## config.mk

```make
export PLATFORM = sky130hd
export DESIGN_NAME = uart_8n1_transceiver
export DESIGN_NICKNAME = d
export VERILOG_FILES = /design/src/rtl/uart_pkg.sv /design/src/rtl/uart_tx.sv /design/src/rtl/uart_rx.sv /design/src/rtl/uart_8n1_transceiver.sv
export SDC_FILE = /design/constraint.sdc
export NUM_CORES = 1
export LEC_CHECK = 0
export BUFFER_PORTS_ARGS = -buffer_cell sky130_fd_sc_hd__buf_2
export CAP_MARGIN = 40
export CORE_MARGIN = 3
export CORE_UTILIZATION = 60
export DETAILED_ROUTE_END_ITERATION = 16
export PLACE_DENSITY = 0.84
export SYNTH_ARGS = -nofsm -noshare
export SYNTH_HDL_FRONTEND = slang
export SYNTH_HIERARCHICAL = 1
export SYNTH_SLANG_ARGS = --single-unit
```

## constraint.sdc

```tcl
create_clock -name clk_i -period 12.2 [get_ports clk_i]
set_clock_uncertainty 0.1 [all_clocks]
set_input_delay 0.61 -clock clk_i [delete_from_list [all_inputs] [get_ports clk_i]]
set_output_delay 0.61 -clock clk_i [all_outputs]
set_load 0.01 [all_outputs]
```

## src/rtl/uart_pkg.sv

```systemverilog
// ----------------------------------------------------------------------------
// uart_pkg: shared types and constants for the 8N1 UART
// Op and status codes, field widths and the result structs that pass
// between the transmit half, the receive half and the top level.
// ----------------------------------------------------------------------------
`default_nettype none

package uart_pkg;

  // Field and register widths
  localparam int unsigned TPB_W  = 20;  // ticks per bit
  localparam int unsigned TPU_W  = 10;  // ticks per microsecond
  localparam int unsigned TMO_W  = 24;  // timeout in microseconds
  localparam int unsigned BYTE_W = 8;
  localparam int unsigned RXC_W  = TPB_W + 1;      // 1.5 bit times
  localparam int unsigned TMR_W  = TMO_W + TPU_W;  // timeout in ticks

  // Register reset values
  localparam logic [TPB_W-1:0] TPB_RESET = TPB_W'(6076);
  localparam logic [TPU_W-1:0] TPU_RESET = TPU_W'(700);

  // Configuration register indexes
  localparam logic CFG_TICKS_PER_BIT  = 1'b0;
  localparam logic CFG_TICKS_PER_USEC = 1'b1;

  // Per-tick operation; code 3 acts as a plain tick
  typedef enum logic [1:0] {
    OP_TICK = 2'd0,
    OP_SEND = 2'd1,
    OP_ARM  = 2'd2
  } op_e;

  // Receive status
  typedef enum logic [1:0] {
    ST_NONE    = 2'd0,
    ST_BYTE    = 2'd1,
    ST_TIMEOUT = 2'd2,
    ST_FRAME   = 2'd3
  } rx_status_e;

  typedef struct packed {
    logic line;
    logic busy;
  } tx_res_t;

  typedef struct packed {
    logic              busy;
    rx_status_e        status;
    logic [BYTE_W-1:0] data;
  } rx_res_t;

endpackage

`default_nettype wire

```

## src/rtl/uart_tx.sv

```systemverilog
// ----------------------------------------------------------------------------
// uart_tx: transmit half
// Advances one tick per step. Sends start, data LSB first, stop; the start
// bit is driven on the same tick that the send request arrives.
// ----------------------------------------------------------------------------
`default_nettype none

module uart_tx #(
  parameter int unsigned DATA_BITS = 8
) (
  input  wire logic                          clk_i,
  input  wire logic                          rst_ni,
  input  wire logic                          step_i,
  input  wire logic [1:0]                    op_i,
  input  wire logic [uart_pkg::BYTE_W-1:0]   send_byte_i,
  input  wire logic [uart_pkg::TPB_W-1:0]    bit_time_i,
  output uart_pkg::tx_res_t                  res_o
);

  localparam int unsigned PH_W = $clog2(DATA_BITS + 3);
  localparam logic [PH_W-1:0] PH_IDLE  = PH_W'(0);
  localparam logic [PH_W-1:0] PH_START = PH_W'(1);
  localparam logic [PH_W-1:0] PH_STOP  = PH_W'(DATA_BITS + 2);

  logic [PH_W-1:0]               phase_q, phase_d;
  logic [DATA_BITS-1:0]          shift_q, shift_d;
  logic [uart_pkg::TPB_W-1:0]    cnt_q, cnt_d;

  logic                          start;
  logic [PH_W-1:0]               cur_phase;
  logic [DATA_BITS-1:0]          cur_shift;
  logic [uart_pkg::TPB_W-1:0]    cnt_inc;
  logic [DATA_BITS+7:0]          byte_ext;

  assign byte_ext = {{DATA_BITS{1'b0}}, send_byte_i};

  // Next state for one tick
  always_comb begin
    start     = (phase_q == PH_IDLE) && (op_i == uart_pkg::OP_SEND);
    cur_phase = start ? PH_START : phase_q;
    cur_shift = start ? byte_ext[DATA_BITS-1:0] : shift_q;
    cnt_inc   = (start ? '0 : cnt_q) + 1'b1;

    phase_d   = cur_phase;
    shift_d   = cur_shift;
    cnt_d     = start ? '0 : cnt_q;
    res_o.line = 1'b1;
    res_o.busy = 1'b0;

    if (cur_phase != PH_IDLE) begin
      res_o.busy = 1'b1;
      if (cur_phase == PH_START) begin
        res_o.line = 1'b0;
      end else if (cur_phase < PH_STOP) begin
        res_o.line = cur_shift[0];
      end
      cnt_d = cnt_inc;
      // bit time done: next bit, shift after a data bit
      if (cnt_inc >= bit_time_i) begin
        cnt_d = '0;
        if (cur_phase != PH_START && cur_phase < PH_STOP) begin
          shift_d = cur_shift >> 1;
        end
        phase_d = (cur_phase == PH_STOP) ? PH_IDLE : cur_phase + 1'b1;
      end
    end
  end

  always_ff @(posedge clk_i or negedge rst_ni) begin
    if (!rst_ni) begin
      phase_q <= PH_IDLE;
      shift_q <= '0;
      cnt_q   <= '0;
    end else if (step_i) begin
      phase_q <= phase_d;
      shift_q <= shift_d;
      cnt_q   <= cnt_d;
    end
  end

endmodule

`default_nettype wire

```

## src/rtl/uart_rx.sv

```systemverilog
// ----------------------------------------------------------------------------
// uart_rx: receive half
// Armed by an op, waits for a low line with a tick timeout, samples data
// at 1.5 bit times and then every bit time, checks the stop bit.
// ----------------------------------------------------------------------------
`default_nettype none

module uart_rx #(
  parameter int unsigned DATA_BITS = 8
) (
  input  wire logic                          clk_i,
  input  wire logic                          rst_ni,
  input  wire logic                          step_i,
  input  wire logic [1:0]                    op_i,
  input  wire logic [uart_pkg::TMO_W-1:0]    wait_us_i,
  input  wire logic                          rx_level_i,
  input  wire logic [uart_pkg::TPB_W-1:0]    bit_time_i,
  input  wire logic [uart_pkg::TPU_W-1:0]    ticks_per_usec_i,
  output uart_pkg::rx_res_t                  res_o
);

  localparam int unsigned PH_W = $clog2(DATA_BITS + 3);
  localparam logic [PH_W-1:0] PH_IDLE  = PH_W'(0);
  localparam logic [PH_W-1:0] PH_WAIT  = PH_W'(1);
  localparam logic [PH_W-1:0] PH_DATA0 = PH_W'(2);
  localparam logic [PH_W-1:0] PH_STOP  = PH_W'(DATA_BITS + 2);

  logic [PH_W-1:0]               phase_q, phase_d;
  logic [DATA_BITS-1:0]          shift_q, shift_d;
  logic [uart_pkg::RXC_W-1:0]    cnt_q, cnt_d;
  logic [uart_pkg::TMR_W-1:0]    elapsed_q, elapsed_d;
  logic [uart_pkg::TMR_W-1:0]    limit_q, limit_d;

  logic                          arm;
  logic                          expired;
  logic [uart_pkg::RXC_W-1:0]    first_wait;
  logic [DATA_BITS+7:0]          shift_ext;

  // 1.5 bit times to the middle of data bit 0
  assign first_wait = {1'b0, bit_time_i} + {2'b00, bit_time_i[uart_pkg::TPB_W-1:1]};
  assign shift_ext  = {8'h00, shift_q};

  always_comb begin
    arm     = (phase_q == PH_IDLE) && (op_i == uart_pkg::OP_ARM);
    // on the arm tick the product is zero exactly when a factor is
    expired = arm ? ((wait_us_i == '0) || (ticks_per_usec_i == '0))
                  : (elapsed_q == limit_q);

    phase_d      = phase_q;
    shift_d      = arm ? '0 : shift_q;
    cnt_d        = cnt_q;
    elapsed_d    = elapsed_q;
    limit_d      = arm ? uart_pkg::TMR_W'(wait_us_i) * uart_pkg::TMR_W'(ticks_per_usec_i)
                       : limit_q;
    res_o.status = uart_pkg::ST_NONE;
    res_o.data   = '0;

    if (arm || phase_q == PH_WAIT) begin
      // waiting for a start bit
      if (expired) begin
        res_o.status = uart_pkg::ST_TIMEOUT;
        phase_d      = PH_IDLE;
      end else if (!rx_level_i) begin
        phase_d = PH_DATA0;
        shift_d = '0;
        cnt_d   = first_wait;
      end else begin
        phase_d   = PH_WAIT;
        elapsed_d = (arm ? '0 : elapsed_q) + 1'b1;
      end
    end else if (phase_q != PH_IDLE) begin
      // sampling data and stop bits
      cnt_d = cnt_q - 1'b1;
      if (cnt_q == uart_pkg::RXC_W'(1)) begin
        if (phase_q < PH_STOP) begin
          shift_d = {rx_level_i, shift_q[DATA_BITS-1:1]};
          phase_d = phase_q + 1'b1;
          cnt_d   = {1'b0, bit_time_i};
        end else begin
          if (rx_level_i) begin
            res_o.status = uart_pkg::ST_BYTE;
            res_o.data   = shift_ext[7:0];
          end else begin
            res_o.status = uart_pkg::ST_FRAME;
          end
          phase_d = PH_IDLE;
        end
      end
    end
    res_o.busy = (phase_d != PH_IDLE);
  end

  always_ff @(posedge clk_i or negedge rst_ni) begin
    if (!rst_ni) begin
      phase_q   <= PH_IDLE;
      shift_q   <= '0;
      cnt_q     <= '0;
      elapsed_q <= '0;
      limit_q   <= '0;
    end else if (step_i) begin
      phase_q   <= phase_d;
      shift_q   <= shift_d;
      cnt_q     <= cnt_d;
      elapsed_q <= elapsed_d;
      limit_q   <= limit_d;
    end
  end

endmodule

`default_nettype wire

```

## src/rtl/uart_8n1_transceiver.sv

```systemverilog
// ----------------------------------------------------------------------------
// uart_8n1_transceiver: 8N1 UART stepped one tick per input word
// Each input word is one clock tick of the serial timing; each yields one
// output word with the line, busy flags and receive status.
// ----------------------------------------------------------------------------
//
//  Channel   Dir  Handshake                 Contents
//  s_axis    in   tvalid/tready             op, byte, timeout, rx line
//  m_axis    out  tvalid/tready             tx line, busy flags, rx result
//  cfg       in   cfg_we_i (no wait)        ticks_per_bit, ticks_per_usec
//
//  One word per cycle while s_axis_tready is high: each accepted word updates
//  both halves at the accepting edge, and its result is written there into the
//  output register, or into the skid entry if the output register is stalled.
//  A two-entry output buffer (register plus skid) still takes a word during a
//  stall cycle; s_axis_tready drops while both entries are full and returns
//  the cycle after the skid entry moves on.
//  Reset clears both halves to idle and the registers to 6076 / 700.
//
`default_nettype none

module uart_8n1_transceiver #(
  parameter int unsigned DATA_BITS = 8
) (
  input  wire logic        clk_i,
  input  wire logic        rst_ni,
  // input words
  input  wire logic        s_axis_tvalid,
  output      logic        s_axis_tready,
  input  wire logic [39:0] s_axis_tdata,   // send_byte[7:0], wait_us[31:8],
                                           // rx_level[32], zero[39:33]
  input  wire logic [1:0]  s_axis_tuser,   // op[1:0]
  // result words
  output      logic        m_axis_tvalid,
  input  wire logic        m_axis_tready,
  output      logic [15:0] m_axis_tdata,   // tx_line[0], tx_busy[1], rx_busy[2],
                                           // rx_byte[10:3], zero[15:11]
  output      logic [1:0]  m_axis_tuser,   // rx_status[1:0]
  // configuration
  input  wire logic        cfg_we_i,
  input  wire logic        cfg_addr_i,
  input  wire logic [19:0] cfg_wdata_i
);

  typedef struct packed {
    uart_pkg::tx_res_t tx;
    uart_pkg::rx_res_t rx;
  } out_t;

  logic [uart_pkg::TPB_W-1:0] tpb_q;
  logic [uart_pkg::TPU_W-1:0] tpu_q;
  logic [uart_pkg::TPB_W-1:0] bit_time;

  logic              s_fire, m_fire;
  uart_pkg::tx_res_t tx_res;
  uart_pkg::rx_res_t rx_res;
  out_t              res;
  out_t              out_q, skid_q;
  logic              out_valid_q, skid_valid_q;

  // configuration registers
  always_ff @(posedge clk_i or negedge rst_ni) begin
    if (!rst_ni) begin
      tpb_q <= uart_pkg::TPB_RESET;
      tpu_q <= uart_pkg::TPU_RESET;
    end else if (cfg_we_i) begin
      unique case (cfg_addr_i)
        uart_pkg::CFG_TICKS_PER_BIT:  tpb_q <= cfg_wdata_i;
        uart_pkg::CFG_TICKS_PER_USEC: tpu_q <= cfg_wdata_i[uart_pkg::TPU_W-1:0];
        default: ;
      endcase
    end
  end

  // a bit time of zero acts as one
  assign bit_time = (tpb_q == '0) ? uart_pkg::TPB_W'(1) : tpb_q;

  assign s_axis_tready = !skid_valid_q;
  assign s_fire        = s_axis_tvalid && s_axis_tready;
  assign m_fire        = out_valid_q && m_axis_tready;

  uart_tx #(
    .DATA_BITS (DATA_BITS)
  ) u_tx (
    .clk_i       (clk_i),
    .rst_ni      (rst_ni),
    .step_i      (s_fire),
    .op_i        (s_axis_tuser),
    .send_byte_i (s_axis_tdata[7:0]),
    .bit_time_i  (bit_time),
    .res_o       (tx_res)
  );

  uart_rx #(
    .DATA_BITS (DATA_BITS)
  ) u_rx (
    .clk_i            (clk_i),
    .rst_ni           (rst_ni),
    .step_i           (s_fire),
    .op_i             (s_axis_tuser),
    .wait_us_i        (s_axis_tdata[31:8]),
    .rx_level_i       (s_axis_tdata[32]),
    .bit_time_i       (bit_time),
    .ticks_per_usec_i (tpu_q),
    .res_o            (rx_res)
  );

  assign res = '{tx: tx_res, rx: rx_res};

  // output register with skid entry
  always_ff @(posedge clk_i or negedge rst_ni) begin
    if (!rst_ni) begin
      out_valid_q  <= 1'b0;
      skid_valid_q <= 1'b0;
    end else if (skid_valid_q) begin
      if (m_fire) begin
        skid_valid_q <= 1'b0;
      end
    end else if (s_fire) begin
      if (out_valid_q && !m_axis_tready) begin
        skid_valid_q <= 1'b1;
      end else begin
        out_valid_q <= 1'b1;
      end
    end else if (m_fire) begin
      out_valid_q <= 1'b0;
    end
  end

  always_ff @(posedge clk_i) begin
    if (skid_valid_q) begin
      if (m_fire) begin
        out_q <= skid_q;
      end
    end else if (s_fire) begin
      if (out_valid_q && !m_axis_tready) begin
        skid_q <= res;
      end else begin
        out_q <= res;
      end
    end
  end

  assign m_axis_tvalid = out_valid_q;
  assign m_axis_tdata  = {5'b00000, out_q.rx.data, out_q.rx.busy, out_q.tx.busy, out_q.tx.line};
  assign m_axis_tuser  = out_q.rx.status;

  // buffer ordering: skid only holds a word behind the output register
  a_skid_behind_out: assert property (@(posedge clk_i) disable iff (!rst_ni)
    skid_valid_q |-> out_valid_q)
    else $error("skid entry valid with empty output register");

  // stalled output plus new word must fill the skid entry
  a_stall_fills_skid: assert property (@(posedge clk_i) disable iff (!rst_ni)
    (s_fire && out_valid_q && !m_axis_tready) |=> skid_valid_q)
    else $error("word accepted under stall was not buffered");

  // idle transmitter holds the line high
  a_tx_idle_high: assert property (@(posedge clk_i) disable iff (!rst_ni)
    (out_valid_q && !out_q.tx.busy) |-> out_q.tx.line)
    else $error("idle transmitter drove the line low");

  // a reported receive result ends the receive
  a_rx_done_idle: assert property (@(posedge clk_i) disable iff (!rst_ni)
    (out_valid_q && out_q.rx.status != uart_pkg::ST_NONE) |-> !out_q.rx.busy)
    else $error("receiver busy after reporting a result");

  // byte data only with a good receive
  a_rx_byte_clean: assert property (@(posedge clk_i) disable iff (!rst_ni)
    (out_valid_q && out_q.rx.status != uart_pkg::ST_BYTE) |-> (out_q.rx.data == '0))
    else $error("receive byte nonzero without a good receive");

endmodule

`default_nettype wire

```

==> impl_metrics.tcl <==
set metrics [dict create \
    synth_edf_count 26 \
    placementRows 64 \
    status "complete, no violations" \
    areaGrowthSynthToFinish_pct 5.34 \
    critPathLaunchType "flop" \
    tns_ns 0 \
    cp.arrival_ns 6.93 \
    ios 88 \
    fin_cells 2518 \
    routed_wl_um 44900 \
    coreArea_mm2 0.0311 \
    syn_area_mm2 0.0192 \
    clk_pin_slew_ns 0.08 \
    placed_cells 2486 \
    final_cell_mix "302 x nand2_1, 240 x inv_1, 175 x fa_1, 150 x dfrtp_1, 123 x and2_1" \
    clock_latency_ns 0.44 \
    crit_required_ns 12.39 \
    cts_tree "done" \
    max_freq_mhz 148 \
    drive_gt1_frac 0.106 \
    hold_buffers 0 \
    clk_path_buf_depth 2 \
    hold_class "input port to asynchronous set/reset pin" \
    grtUsageTotal 0.268 \
    synth-seq-cells 191 \
    rsz0062_at_grt "false" \
    synth_cell_types 95 \
    grt_first_pass_wirelength_um 74900 \
    fp.dieH_um 185 \
    slew_viol_final 0 \
    fin_area_mm2 0.0202 \
    power_density_mw_per_mm2 305 \
    max_cap_viol_count 0 \
    final_antenna_net_count 0 \
    grt_max_degree 93 \
    grt_pass1_vias 15454 \
    cp_max_fo 26 \
    n_antenna_cell 0 \
    final_nets 2469 \
    place_congestion 0.924 \
    fin_crit_ns 6.74 \
    synth_cells 2125 \
    htree_levels 4 \
    cts_buffers 17 \
    power_uw 6160 \
    final_common_cell "nand2_1" \
    power.leakage_uw 0.00949 \
    path_class "flop to flop" \
    postPlaceCellArea_mm2 0.0196 \
    grt_antenna_before_repair 0 \
    root_buffer "clkbuf_16" \
    startpoint "tpu_q[3]" \
    worst-slew-pin-transition_ns 0.862 \
    synth-warning-count 6 \
    finalSetupViolCount 0 \
    end_kind "flop" \
    r2r-start "tpu_q[3]" \
    maxSlewHeadroom 0.425 \
    grt-ovfl-total 0 \
    drtPass1Iterations 5 \
    yosysSeqAreaShare 0.257 \
    synthArstFlopShare 0.864 \
    die_w_um 185 \
    fin_crit_sh 0.552 \
    hpwlAfterDp_um 33200 \
    whs_ns 0.120 \
    regArea_mm2 0.00493 \
    peakVddDrop_v 0.000259 \
    drc 0 \
    cts.sinks 191 \
    fill_cells 2475 \
    post-cts-setup-buffers 0 \
    initial_core_util 0.618 \
    finalHoldViolations 0 \
    synth.avg_cell_area_um2 9.03 \
    drt-initial-drc-count 1105 \
    die-area_mm2 0.0342 \
    synth_ff_type "dfrtp_1" \
    vias 15202 \
    vias_per_cell 6.04 \
    post_cts_resized 0 \
    detail_route.wl_per_cell_um 17.8 \
    portBuffers 75 \
    multi_input_area_mm2 0.0128 \
]
cell families (layout without fill, tap and decap cells):
kind of cell	count (synthesis)	count (layout)	synth area share
other	1	5	0.000195
buffers and inverters	370	363	0.0804
xor gates and xnor gates	139	139	0.0634
DFF	191	191	0.257
AOI/OAI and AO/OA	337	337	0.115
and+or+nand+nor	741	741	0.194
muxes	54	54	0.0315
adders and majority gates	292	292	0.259
through the flow:
| stage | utilization | worst slack [ns] |
|---|---|---|
| 3_3_place_gp | 0.629 | 5.64 |
| 6_report | 0.651 | 5.46 |
| 5_1_grt | 0.651 | 5.13 |
| 3_5_place_dp | 0.632 | 5.56 |
| 2_1_floorplan | - | 6.09 |
| 4_1_cts | 0.651 | 5.55 |
Yosys cell counts (8+ instances only):
cell type  number  area [µm²]
nand2_1       303        1140
dfstp_2        15         394
a21oi_1        69         345
or3_1          13        81.3
mux2_2         47         529
nor2b_1         8        50.1
and3_1         34         213
o211ai_1        9        67.6
buf_4           8        60.1
inv_1         240         901
nor2_1         84         315
a22o_1         12         105
ha_1          117        1460
edfxtp_1       26         781
nor3_1         24         120
buf_6           9         101
fa_1          175        3500
o21a_1          8        60.1
and2_1        123         769
a21o_1         26         195
xor2_1         49         429
o31ai_1         9        67.6
dfrtp_1       150        3750
or4_1           9        67.6
clkbuf_1       99         372
nand4_1        28         175
xnor2_1        90         788
o21ai_0        95         475
a211oi_1       14         105
nand3_1        44         220
a31oi_1        22         138
o21ai_1        10        50.1
nor4_1         22         138
path summary, 6_finish.rpt:
kind                               endpoint  slack [ns]  cells after the start
min in group clk_i             skid_valid_q        0.28                      2
hold reg to reg             u_tx/shift_q[7]        0.39                      1
hold / removal                 skid_valid_q        0.12                      1
setup / recovery           u_rx/limit_q[23]        5.46                     18
setup reg to reg           u_rx/limit_q[23]        5.46                     18
max in group asynchronous   u_rx/limit_q[0]       10.81                      3
sequential cells by signal (all words and copies together), names as in the netlist, 4 cells and up:
signal / count
u_rx/phase_q: 4
u_rx/cnt_q: 21
tpb_q: 20
u_rx/limit_q: 34
u_rx/shift_q: 8
skid_q: 13
u_tx/shift_q: 8
u_tx/cnt_q: 20
m_axis_tdata: 11
u_rx/elapsed_q: 34
tpu_q: 10
u_tx/phase_q: 4
cell type report:
type / count / share of cell area
timing repair buffer: 91 / 0.0279
clock buffer: 20 / 0.0226
inverter: 240 / 0.0445
clock inverter: 12 / 0.00594
sequential: 191 / 0.244
tap: 396 / 0.0245
multi-input combinational: 1568 / 0.631
where the power goes:
part	switching, µW	internal (µW)
clock	270	281
sequential	183	816
combinational	2680	1930
layer usage:
metal,GRT usage,part of all wire
met3,0.0442,0.065
met2,0.440,0.48
met5,0,0
met4,0.0837,0.025
met1,0.367,0.43
worst max-delay path, cell delays in order (launching register included):
cell and delay [ns]:
dfstp_2 0.90, nand2_1 0.16, fa_1 0.55, inv_1 0.05, fa_1 0.53, fa_1 0.44, fa_1 0.54, inv_1 0.06
fa_1 0.53, inv_1 0.04, ha_1 0.36, and2_1 0.19, and3_1 0.19, a221oi_1 0.39, nand2_1 0.20, a2111oi_0 0.79
o21ba_2 0.27, xnor2_1 0.18, o21ai_0 0.10
(Power assumes the default switching activity.)
